### config.mk
export PLATFORM = sky130hd
export DESIGN_NAME = html_escape_stream_core
export DESIGN_NICKNAME = d
export VERILOG_FILES = /design/src/hdl/hes_pkg.sv /design/src/hdl/hes_cfg.sv /design/src/hdl/hes_engine.sv /design/src/hdl/hes_serial.sv /design/src/hdl/html_escape_stream_core.sv
export SDC_FILE = /design/constraint.sdc
export NUM_CORES = 1
export LEC_CHECK = 0
export BUFFER_PORTS_ARGS = -buffer_cell sky130_fd_sc_hd__buf_2
export CORE_UTILIZATION = 30
export CTS_CLUSTER_SIZE = 14
export DETAILED_ROUTE_END_ITERATION = 8
export GPL_ROUTABILITY_DRIVEN = 0
export REMOVE_ABC_BUFFERS = 1
export SETUP_SLACK_MARGIN = 0.4
export SLEW_MARGIN = 30
export SYNTH_ARGS = -nofsm -noshare
export SYNTH_HDL_FRONTEND = slang
export SYNTH_SLANG_ARGS = --single-unit
export TNS_END_PERCENT = 5
### constraint.sdc
create_clock -name clk -period 11 [get_ports clk]
set_clock_uncertainty 0.2 [all_clocks]
set_input_delay 1.1 -clock clk [delete_from_list [all_inputs] [get_ports clk]]
set_output_delay 1.1 -clock clk [all_outputs]
set_load 0.02 [all_outputs]
### src/hdl/hes_pkg.sv
// Package for the HTML escape stream core: widths, register and status codes,
// the result-run type and the escape expansion function.
// Depends on nothing; every other file in hdl uses it.
package hes_pkg;

  localparam int BYTE_W        = 8;
  localparam int MODE_W        = 2;
  localparam int CAP_W         = 16;
  localparam int STATUS_W      = 2;
  localparam int MAX_RUN       = 6;
  localparam int CNT_W         = 3;
  localparam int ADDR_W        = 3;
  localparam int DATA_W        = 32;
  localparam int LEN_WIDTH_DEF = 16;

  localparam logic [MODE_W-1:0] MODE_TEXT = 2'd0;
  localparam logic [MODE_W-1:0] MODE_ATTR = 2'd1;
  localparam logic [MODE_W-1:0] MODE_JS   = 2'd2;

  localparam logic [CAP_W-1:0] CAPACITY_RESET = 16'd4096;

  localparam logic REG_ESCAPE_MODE = 1'b0;
  localparam logic REG_CAPACITY    = 1'b1;

  localparam logic [STATUS_W-1:0] STATUS_DATA     = 2'd0;
  localparam logic [STATUS_W-1:0] STATUS_OK       = 2'd1;
  localparam logic [STATUS_W-1:0] STATUS_OVERFLOW = 2'd2;

  localparam logic [BYTE_W-1:0] CH_NUL  = 8'h00;
  localparam logic [BYTE_W-1:0] CH_AMP  = 8'h26;
  localparam logic [BYTE_W-1:0] CH_LT   = 8'h3C;
  localparam logic [BYTE_W-1:0] CH_GT   = 8'h3E;
  localparam logic [BYTE_W-1:0] CH_QUOT = 8'h22;
  localparam logic [BYTE_W-1:0] CH_APOS = 8'h27;
  localparam logic [BYTE_W-1:0] CH_BSL  = 8'h5C;
  localparam logic [BYTE_W-1:0] CH_LF   = 8'h0A;
  localparam logic [BYTE_W-1:0] CH_CR   = 8'h0D;

  typedef struct packed {
    logic [MODE_W-1:0] escape_mode;
    logic [CAP_W-1:0]  capacity;
  } cfg_t;

  // Byte 0 of seq is emitted first.
  typedef struct packed {
    logic [0:MAX_RUN-1][BYTE_W-1:0] seq;
    logic [CNT_W-1:0]               len;
  } run_t;

  typedef struct packed {
    logic                valid;
    run_t                run;
    logic [STATUS_W-1:0] status;
  } load_t;

  function automatic run_t expand(input logic [BYTE_W-1:0] b, input logic [MODE_W-1:0] mode);
    run_t r;
    logic attr;
    logic js;
    attr = (mode == MODE_ATTR) || (mode == MODE_JS);
    js = (mode == MODE_JS);
    r.seq = '0;
    r.seq[0] = b;
    r.len = 3'd1;
    if (b == CH_AMP) begin
      r.seq = {"&amp;", 8'h00};
      r.len = 3'd5;
    end else if (b == CH_LT) begin
      r.seq = {"&lt;", 16'h0000};
      r.len = 3'd4;
    end else if (b == CH_GT) begin
      r.seq = {"&gt;", 16'h0000};
      r.len = 3'd4;
    end else if (attr && b == CH_QUOT) begin
      r.seq = {"&quot;"};
      r.len = 3'd6;
    end else if (js && b == CH_APOS) begin
      r.seq = {"\\&#39;"};
      r.len = 3'd6;
    end else if (attr && b == CH_APOS) begin
      r.seq = {"&#39;", 8'h00};
      r.len = 3'd5;
    end else if (js && b == CH_BSL) begin
      r.seq = {"\\\\", 32'h0000_0000};
      r.len = 3'd2;
    end else if (js && b == CH_LF) begin
      r.seq = {"\\n", 32'h0000_0000};
      r.len = 3'd2;
    end else if (js && b == CH_CR) begin
      r.seq = {"\\r", 32'h0000_0000};
      r.len = 3'd2;
    end
    return r;
  endfunction

endpackage

### src/hdl/hes_cfg.sv
// Configuration register file of the HTML escape stream core behind an
// APB-style port. Depends on hes_pkg.
module hes_cfg (
  input  logic                        clk,
  input  logic                        rst,
  input  logic                        psel,
  input  logic                        penable,
  input  logic                        pwrite,
  input  logic [hes_pkg::ADDR_W-1:0]  paddr,
  input  logic [hes_pkg::DATA_W-1:0]  pwdata,
  output logic [hes_pkg::DATA_W-1:0]  prdata,
  output logic                        pready,
  output hes_pkg::cfg_t               cfg
);

  logic [hes_pkg::MODE_W-1:0] escape_mode;
  logic [hes_pkg::CAP_W-1:0]  capacity;
  logic                       wr_en;
  logic                       reg_sel;

  assign pready  = 1'b1;
  assign reg_sel = paddr[2];
  assign wr_en   = psel && penable && pwrite;

  always_ff @(posedge clk) begin
    if (rst) begin
      escape_mode <= hes_pkg::MODE_TEXT;
      capacity    <= hes_pkg::CAPACITY_RESET;
    end else if (wr_en) begin
      case (reg_sel)
        hes_pkg::REG_ESCAPE_MODE: escape_mode <= pwdata[hes_pkg::MODE_W-1:0];
        hes_pkg::REG_CAPACITY:    capacity    <= pwdata[hes_pkg::CAP_W-1:0];
        default: ;
      endcase
    end
  end

  always_comb begin
    case (reg_sel)
      hes_pkg::REG_ESCAPE_MODE:
        prdata = {{(hes_pkg::DATA_W-hes_pkg::MODE_W){1'b0}}, escape_mode};
      hes_pkg::REG_CAPACITY:
        prdata = {{(hes_pkg::DATA_W-hes_pkg::CAP_W){1'b0}}, capacity};
      default: prdata = '0;
    endcase
  end

  assign cfg.escape_mode = escape_mode;
  assign cfg.capacity    = capacity;

endmodule

### src/hdl/hes_engine.sv
// Input register, string length and overflow tracking, and escape expansion
// of the HTML escape stream core. Depends on hes_pkg.
module hes_engine #(
  parameter int LEN_WIDTH = hes_pkg::LEN_WIDTH_DEF
) (
  input  logic                        clk,
  input  logic                        rst,
  input  logic                        in_valid,
  output logic                        in_stall,
  input  logic [hes_pkg::BYTE_W-1:0]  ch,
  input  hes_pkg::cfg_t               cfg,
  input  logic                        run_free,
  output hes_pkg::load_t              load
);

  localparam int TOT_W = LEN_WIDTH + 1;
  localparam int CMP_W = (TOT_W > hes_pkg::CAP_W) ? TOT_W : hes_pkg::CAP_W;

  logic                       s1_valid;
  logic [hes_pkg::BYTE_W-1:0] s1_ch;
  logic [LEN_WIDTH-1:0]       out_length;
  logic [LEN_WIDTH-1:0]       out_length_next;
  logic                       failed;
  logic                       failed_next;
  hes_pkg::run_t              run;
  logic [TOT_W-1:0]           total;
  logic                       is_end;
  logic                       fits;
  logic                       emits;
  logic                       advance;
  logic                       cap_zero;

  assign run      = hes_pkg::expand(s1_ch, cfg.escape_mode);
  assign total    = {1'b0, out_length} + TOT_W'(run.len);
  assign cap_zero = (cfg.capacity == '0);
  assign is_end   = (s1_ch == hes_pkg::CH_NUL);
  assign fits     = !total[LEN_WIDTH] && (CMP_W'(total) < CMP_W'(cfg.capacity));
  assign emits    = is_end || (!failed && !cap_zero && fits);
  assign advance  = s1_valid && (!emits || run_free);
  assign in_stall = s1_valid && !advance;

  always_comb begin
    out_length_next = out_length;
    failed_next     = failed;
    if (is_end) begin
      out_length_next = '0;
      failed_next     = 1'b0;
    end else if (!failed) begin
      if (!cap_zero && fits) begin
        out_length_next = total[LEN_WIDTH-1:0];
      end else begin
        failed_next = 1'b1;
      end
    end
  end

  always_comb begin
    load.valid  = advance && emits;
    load.run    = run;
    load.status = hes_pkg::STATUS_DATA;
    if (is_end) begin
      load.run.seq = '0;
      load.run.len = 3'd1;
      load.status  = (failed || cap_zero) ? hes_pkg::STATUS_OVERFLOW : hes_pkg::STATUS_OK;
    end
  end

  always_ff @(posedge clk) begin
    if (rst) begin
      s1_valid   <= 1'b0;
      out_length <= '0;
      failed     <= 1'b0;
    end else begin
      if (in_valid && !in_stall) begin
        s1_valid <= 1'b1;
      end else if (advance) begin
        s1_valid <= 1'b0;
      end
      if (advance) begin
        out_length <= out_length_next;
        failed     <= failed_next;
      end
    end
  end

  always_ff @(posedge clk) begin
    if (in_valid && !in_stall) begin
      s1_ch <= ch;
    end
  end

endmodule

### src/hdl/hes_serial.sv
// Result register of the HTML escape stream core: holds one escaped run and
// sends it out one byte per transaction. Depends on hes_pkg.
module hes_serial (
  input  logic                          clk,
  input  logic                          rst,
  input  hes_pkg::load_t                load,
  output logic                          run_free,
  output logic                          out_valid,
  input  logic                          out_stall,
  output logic [hes_pkg::BYTE_W-1:0]    out_byte,
  output logic                          run_last,
  output logic [hes_pkg::STATUS_W-1:0]  status
);

  logic                                        rb_valid;
  logic [0:hes_pkg::MAX_RUN-1][hes_pkg::BYTE_W-1:0] rb_seq;
  logic [hes_pkg::CNT_W-1:0]                   rb_len;
  logic [hes_pkg::CNT_W-1:0]                   rb_idx;
  logic [hes_pkg::STATUS_W-1:0]                rb_status;
  logic                                        last;
  logic                                        out_acc;

  assign last     = (rb_idx == rb_len - 3'd1);
  assign out_acc  = rb_valid && !out_stall;
  assign run_free = !rb_valid || (out_acc && last);

  always_ff @(posedge clk) begin
    if (rst) begin
      rb_valid <= 1'b0;
      rb_idx   <= '0;
    end else if (load.valid) begin
      rb_valid <= 1'b1;
      rb_idx   <= '0;
    end else if (out_acc) begin
      if (last) begin
        rb_valid <= 1'b0;
      end else begin
        rb_idx <= rb_idx + 3'd1;
      end
    end
  end

  always_ff @(posedge clk) begin
    if (load.valid) begin
      rb_seq    <= load.run.seq;
      rb_len    <= load.run.len;
      rb_status <= load.status;
    end
  end

  assign out_valid = rb_valid;
  assign out_byte  = rb_seq[rb_idx];
  assign run_last  = last;
  assign status    = rb_status;

endmodule

### src/hdl/html_escape_stream_core.sv
// Top level of the HTML escape stream core: configuration port, expansion
// engine and result serializer. Depends on hes_pkg, hes_cfg, hes_engine, hes_serial.
//
// Usage: source bytes enter on the input channel (in_valid, in_stall, ch), one
// per transaction. Each byte leaves as its escaped form on the output channel
// (out_valid, out_stall, out_byte, run_last, status), one byte per transaction,
// with run_last set on the final byte of each run. A zero byte ends the string
// and yields one status transaction (ok or overflow) with out_byte zero.
// Bytes that do not fit in the capacity, and all later bytes of a failed
// string, yield nothing.
// An accepted byte passes the input register, then the result register, to the output.
// Plain text streams at one byte per cycle while the receiver does not stall;
// an escaped byte occupies the result register until all bytes of its
// replacement (up to six) have left, as the output carries one byte per
// transaction.
// Reset clears the string length and failure flag, sets escape_mode to text
// and capacity to 4096, and empties both stages. When the receiver stalls the
// result holds; the input register can still take one byte, and in_stall stays
// high while a byte that yields output waits there for the result register.
// Write the configuration registers only while the block is idle.
module html_escape_stream_core #(
  parameter int LEN_WIDTH = hes_pkg::LEN_WIDTH_DEF
) (
  input  logic                          clk,
  input  logic                          rst,
  input  logic                          psel,
  input  logic                          penable,
  input  logic                          pwrite,
  input  logic [hes_pkg::ADDR_W-1:0]    paddr,
  input  logic [hes_pkg::DATA_W-1:0]    pwdata,
  output logic [hes_pkg::DATA_W-1:0]    prdata,
  output logic                          pready,
  input  logic                          in_valid,
  output logic                          in_stall,
  input  logic [hes_pkg::BYTE_W-1:0]    ch,
  output logic                          out_valid,
  input  logic                          out_stall,
  output logic [hes_pkg::BYTE_W-1:0]    out_byte,
  output logic                          run_last,
  output logic [hes_pkg::STATUS_W-1:0]  status
);

  hes_pkg::cfg_t  cfg;
  hes_pkg::load_t load;
  logic           run_free;

  hes_cfg u_cfg (
    .clk     (clk),
    .rst     (rst),
    .psel    (psel),
    .penable (penable),
    .pwrite  (pwrite),
    .paddr   (paddr),
    .pwdata  (pwdata),
    .prdata  (prdata),
    .pready  (pready),
    .cfg     (cfg)
  );

  hes_engine #(
    .LEN_WIDTH (LEN_WIDTH)
  ) u_engine (
    .clk      (clk),
    .rst      (rst),
    .in_valid (in_valid),
    .in_stall (in_stall),
    .ch       (ch),
    .cfg      (cfg),
    .run_free (run_free),
    .load     (load)
  );

  hes_serial u_serial (
    .clk       (clk),
    .rst       (rst),
    .load      (load),
    .run_free  (run_free),
    .out_valid (out_valid),
    .out_stall (out_stall),
    .out_byte  (out_byte),
    .run_last  (run_last),
    .status    (status)
  );

endmodule

==> PnR_summary.wiki, run 1 <==
{| class="wikitable"
! Metric !! Value
|-
| H-tree level count || 3
|-
| HPWL after detailed placement || 7700 um
|-
| Area share of the largest cell type after synthesis || 27.0%
|-
| TritonCTS clock tree || yes
|-
| Layout cells sized above 1 || 19.3%
|-
| Crit-path max cell delay || 0.56 ns
|-
| Layout Cell Area excl Fill || 5270 sq um
|-
| Number of enable flip-flop cells after synthesis || 41
|-
| Count of endpoints failing hold in the final timing report || 0
|-
| Wire length of the first global-routing pass || 16400 um
|-
| Final-layout setup total negative slack || 0 ns
|-
| Antenna Cells || 0
|-
| Worst slack, placed || 4.67 ns
|-
| Flip-flop and latch count after synthesis || 81
|-
| Horiz. Die Dim || 125 um
|-
| Post-Syn Area || 4570 sq um
|-
| Critical Path Slowest Stage Cell || edfxtp_1
|-
| Die Y || 125 um
|-
| Post-synthesis cell count || 483
|-
| Total number of vias || 3487
|-
| Clock root buffer || clkbuf_16
|-
| Timing-limited maximum frequency || 148 MHz
|-
| Average detailed-routed wire length per instance || 13.9 um
|-
| Crit path max-delay family || simple AND/OR/NAND/NOR gates
|-
| CP most frequent cell || nand2_1
|-
| Critical Path Fanout Max || 14
|-
| Met3 GRT Util || 2.87%
|-
| Setup slack of the critical path after layout || 4.25 ns
|-
| Final core occ || 35.9%
|-
| First-pass iteration count of the detailed router || 6
|-
| Violated checks || DRC
|-
| Post-synthesis sequential area ratio || 44.5%
|-
| Total power after layout || 0.707 mW
|-
| Worst Max-Slew Pin Slew || 0.865 ns
|-
| Unrepaired setup endpoints after global routing || false
|-
| Unique masters post-synth || 66
|-
| Crit share post-route || 61.4%
|-
| Worst skew pair latency || 0.34 ns
|-
| Post-detailed-route via-to-cell ratio || 4.80
|-
| Ports || 96
|-
| Worst min path class || reg -> reg
|-
| Grt met2 use || 21.6%
|-
| GRT Total Usage || 13.3%
|-
| Top cells by count, synth || 59 x nand2_1, 43 x inv_1, 41 x edfxtp_1, 40 x dfxtp_1, 39 x nor2_1
|-
| Sort of element at the end of the critical path || output port
|-
| IR drop worst, VDD || 0.0802 mV
|-
| Static power due to leakage || 2.15 nW
|-
| Max-cap violation count || 0
|-
| Residual DRC || 5
|-
| Pin count of the biggest net entering global routing || 34
|-
| Buffers and inverters on the worst path || 2
|-
| Largest area contributor in the synthesized netlist || edfxtp_1
|-
| Fin crit period || 6.75 ns
|-
| Worst-case register-to-register setup slack || 5.26 ns
|-
| Number of input and output port buffers inserted || 60
|-
| Category of the most critical setup path || reg -> out
|-
| Met1 routing resource usage after global routing || 16.8%
|-
| Setup-failing EPs final || 0
|-
| Area growth from synthesis to layout || 15.4%
|-
| Mean Syn Cell Area || 9.46 sq um
|-
| Number of antenna violations at the first check in global routing || 0
|-
| Final slew viol count || 0
|-
| Share of synthesized flip-flops with an asynchronous set or reset || 0%
|-
| Ordered cell list for the critical path || nor4bb_1 > nand2_1 > nor4bb_1 > nor2_1 > nand2_1 > nor2_1 > ha_1 > fa_1 > a21oi_4 > nor3b_4 > nand3_1 > xnor2_1 > ha_1 > a21oi_1 > nand2_1 > o41ai_4 > a22oi_2 > or2_2 > inv_1 > buf_2
|-
| Count of instances resized after the clock tree is built || 0
|-
| Clock buffer count from CTS || 9
|-
| Drt total wl || 10100 um
|-
| Top area cells in the synthesized netlist || edfxtp_1 27%, dfxtp_1 18%, ha_1 5.8%
|-
| Overflow left after global routing || 0
|-
| Count of hold-fix buffers inserted at cts || 0
|-
| FP Rows || 44
|-
| Die area || 15700 sq um
|-
| Clk pin slew, worst setup/hold paths || 0.06 ns
|-
| DRT iter0 DRCs || 241
|-
| Critical path required time || 9.70 ns
|-
| Relative slew slack || 42.1%
|-
| Number of global-route vias before repair || 3387
|-
| Synth warnings || 0
|-
| Primary FF master, synth || edfxtp_1
|-
| Layout net count || 610
|-
| Initial Utilization || 31.1%
|-
| Critical path startpoint category || flip-flop
|-
| Number of nets with antenna violations after routing || 0
|-
| Instance area at placement || 4980 sq um
|-
| Most utilized layer in the global route result || met2
|-
| Buffers from clock root to sink, at most || 2
|-
| Power density normalized to cell area || 134 nW/um^2
|-
| Leading cell type by number of instances after synthesis || nand2_1
|-
| Clock sink count || 81
|-
| Core box area || 14700 sq um
|-
| Outcome || complete, but fails checks
|-
| Post CTS Setup Buffer Count || 0
|-
| Data arrival, critical path || 5.45 ns
|}
## sequential cells by signal (all words and copies together), names as in the netlist, 2 cells and up
signal / count
u_serial.rb_idx: 3
u_cfg.capacity: 16
u_serial.rb_seq: 29
u_serial.status: 2
u_engine.s1_ch: 8
u_engine.out_length: 16
u_cfg.escape_mode: 2
u_serial.rb_len: 2
## stage by stage
stage          instances  hold WS [ns]
2_1_floorplan        465         0.227
3_3_place_gp         711         0.240
3_5_place_dp         711         0.251
4_1_cts              727         0.261
5_1_grt              727         0.279
6_report             727         0.254
## layer usage
metal	routed length, um	vias to the layer above
li1	-	1777
met1	4960	1626
met2	4600	74
met3	427	10
met4	157	0
met5	0	-
## layout by cell type, fill, tap and decap left out, types with 11 or more instances in the layout
master      n
o2bb2ai_1  11
buf_2      60
nor2_1     38
ha_1       21
o21ai_0    13
conb_1     17
and2_1     17
a21oi_1    25
inv_1      43
edfxtp_1   41
nand2_1    59
nand3_1    15
xnor2_1    18
dfxtp_1    40
## worst paths after layout
path,from,to,depth (start not counted)
worst max register to register,u_engine.s1_ch[0],u_engine.out_length[10],19
worst min register to register,u_engine.out_length[0],u_engine.out_length[0],2
worst min-delay path,u_engine.out_length[0],u_engine.out_length[0],2
worst max-delay path,u_engine.s1_ch[0],in_stall,20
## area by class of cell
cell class              count  area, sq um
clock buffers              10          229
clock inverters             6         67.6
fillers                  1455         9430
inverters                  44          165
multi-input cells         340         2230
flip-flops and latches     81         2030
well taps                 184          230
repair buffers             62          315
## cells by family after synthesis
family	Yosys count	share of synthesized area, %
other	2	0.164
buffers and inverters	77	7.89
DFF	81	44.5
and+or+nand+nor	184	20.2
xor gates and xnor gates	19	3.64
adders and majority gates	22	6.19
muxes	12	3.81
AOI/OAI and AO/OA	86	13.6
## power breakdown
| part | switching [mW] | internal, mW |
|---|---|---|
| combinational | 0.0432 | 0.0241 |
| clock | 0.124 | 0.177 |
| sequential | 0.00878 | 0.330 |
## worst min-delay path: stages (launching register included)
cell and delay (ns):
dfxtp_1 0.31, inv_1 0.05, o2bb2ai_1 0.05
Power figures use the tool's default switching activity.
==> inputs of run 2 (changes only) <==
==> constraint.sdc (replaced) <==
create_clock -name clk -period 7 [get_ports clk]
set_clock_uncertainty 0.2 [all_clocks]
set_input_delay 0.7 -clock clk [delete_from_list [all_inputs] [get_ports clk]]
set_output_delay 0.7 -clock clk [all_outputs]
set_load 0.02 [all_outputs]
==> PnR_summary.wiki, run 2 (synthesized netlist as in run 1, its figures left out) <==
{| class="wikitable"
! Metric !! Value
|-
| Buffers from clock root to sink, at most || 2
|-
| Post-detailed-route via-to-cell ratio || 4.90
|-
| Critical path startpoint category || flip-flop
|-
| Overflow left after global routing || 0
|-
| Critical Path Fanout Max || 13
|-
| Horiz. Die Dim || 125 um
|-
| Die area || 15700 sq um
|-
| Number of input and output port buffers inserted || 60
|-
| Clock sink count || 81
|-
| Clk pin slew, worst setup/hold paths || 0.06 ns
|-
| Relative slew slack || 45.6%
|-
| Drt total wl || 10500 um
|-
| Residual DRC || 4
|-
| Outcome || complete, but fails checks
|-
| Average detailed-routed wire length per instance || 14.4 um
|-
| Worst min path class || reg -> reg
|-
| Crit-path max cell delay || 0.55 ns
|-
| Post CTS Setup Buffer Count || 0
|-
| Crit path max-delay family || simple AND/OR/NAND/NOR gates
|-
| Top reg by flops || u_serial.rb_seq
|-
| Crit share post-route || 89.8%
|-
| Number of nets with antenna violations after routing || 0
|-
| Violated checks || DRC
|-
| Clock root buffer || clkbuf_16
|-
| FP Rows || 44
|-
| Number of flip-flops in the largest register || 29
|-
| Worst Max-Slew Pin Slew || 0.813 ns
|-
| Worst slack, placed || 1.02 ns
|-
| Clock buffer count from CTS || 9
|-
| Final-layout setup total negative slack || 0 ns
|-
| Ordered cell list for the critical path || nor4_1 > nand3_2 > or2_2 > nand2_1 > nor2_1 > ha_1 > fa_1 > a21oi_4 > nor3b_4 > nand3_1 > xnor2_1 > ha_1 > a21oi_1 > nand2_1 > o41ai_4 > a22oi_2 > or2_2 > inv_1 > buf_2
|-
| Worst-case register-to-register setup slack || 1.34 ns
|-
| Worst skew pair latency || 0.34 ns
|-
| DRT iter0 DRCs || 241
|-
| Wire length of the first global-routing pass || 17600 um
|-
| Power density normalized to cell area || 205 nW/um^2
|-
| IR drop worst, VDD || 0.0972 mV
|-
| Critical Path Slowest Stage Cell || nor4_1
|-
| Area growth from synthesis to layout || 15.6%
|-
| Static power due to leakage || 2.15 nW
|-
| Final slew viol count || 0
|-
| Total number of vias || 3562
|-
| Ports || 96
|-
| Number of antenna violations at the first check in global routing || 0
|-
| Count of endpoints failing hold in the final timing report || 0
|-
| Timing-limited maximum frequency || 159 MHz
|-
| Largest registers in the final layout || u_serial.rb_seq x29, u_cfg.capacity x16, u_engine.out_length x16
|-
| Die Y || 125 um
|-
| TritonCTS clock tree || yes
|-
| GRT Total Usage || 14.1%
|-
| Commonest non-fill, non-tap cells in the layout || 60 x buf_2, 59 x nand2_1, 43 x inv_1
|-
| Initial Utilization || 31.1%
|-
| Buffers and inverters on the worst path || 2
|-
| Layout cells sized above 1 || 20.3%
|-
| H-tree level count || 3
|-
| Number of global-route vias before repair || 3621
|-
| Critical path required time || 6.10 ns
|-
| Data arrival, critical path || 5.39 ns
|-
| Fin crit period || 6.29 ns
|-
| Core box area || 14700 sq um
|-
| Setup slack of the critical path after layout || 0.711 ns
|-
| Pin count of the biggest net entering global routing || 35
|-
| Max-cap violation count || 0
|-
| Leading cell type in the layout, fill and taps excluded || buf_2
|-
| HPWL after detailed placement || 7850 um
|-
| First-pass iteration count of the detailed router || 8
|-
| Layout net count || 610
|-
| Sort of element at the end of the critical path || output port
|-
| Category of the most critical setup path || reg -> out
|-
| Setup-failing EPs final || 0
|-
| Unrepaired setup endpoints after global routing || false
|-
| Antenna Cells || 0
|}
run 2: layer usage:
metal	GRT usage [%]	part of all wire, %
met5	0	0
met3	2.10	3.7
met1	18.5	48
met4	6.74	1.1
met2	22.8	47
run 2: where the power goes:
part	internal, mW	switching (mW)	leakage, nW
logic	0.0383	0.0684	1.30
registers	0.519	0.0144	0.708
clock network	0.245	0.200	0.135
total	0.802	0.283	2.15
run 2: timing repair:
item / CTS / global route
endpoints found under the setup margin: 0 / 1
hold buffers: 0 / 0
resized for setup: 0 / 5
run 2: worst min-delay path, delay by kind of cell, from the launching register on:
kind / cells / cell delay, ns
flip-flops: 1 / 0.31
AO/OA/AOI/OAI: 1 / 0.05
buffers and inverters: 1 / 0.05
run 2: metrics by stage:
step	instances	total power [mW]	area [sq um]	util, %	hold slack (ns)
3_5_place_dp	711	0.650	4980	33.9	0.239
6_report	727	1.08	5280	35.9	0.248
2_1_floorplan	465	0.609	4430	-	0.227
4_1_cts	727	1.10	5260	35.8	0.251
5_1_grt	727	1.13	5280	35.9	0.285
3_3_place_gp	711	0.646	4980	33.9	0.238
run 2: final timing paths:
path,from,end,cells past startpoint
max,u_engine.s1_ch[7],in_stall,19
min,u_engine.out_length[2],u_engine.out_length[2],2
max reg2reg,u_engine.s1_ch[7],u_engine.s1_ch[7],19
min reg2reg,u_engine.out_length[2],u_engine.out_length[2],2
run 2: area by class of cell:
cell class | instances | area [sq um]
fillers | 1459 | 9420
multi-input cells | 340 | 2260
flip-flops and latches | 81 | 2030
clock inverters | 6 | 50.0
well taps | 184 | 230
inverters | 44 | 165
clock buffers | 10 | 229
repair buffers | 62 | 315
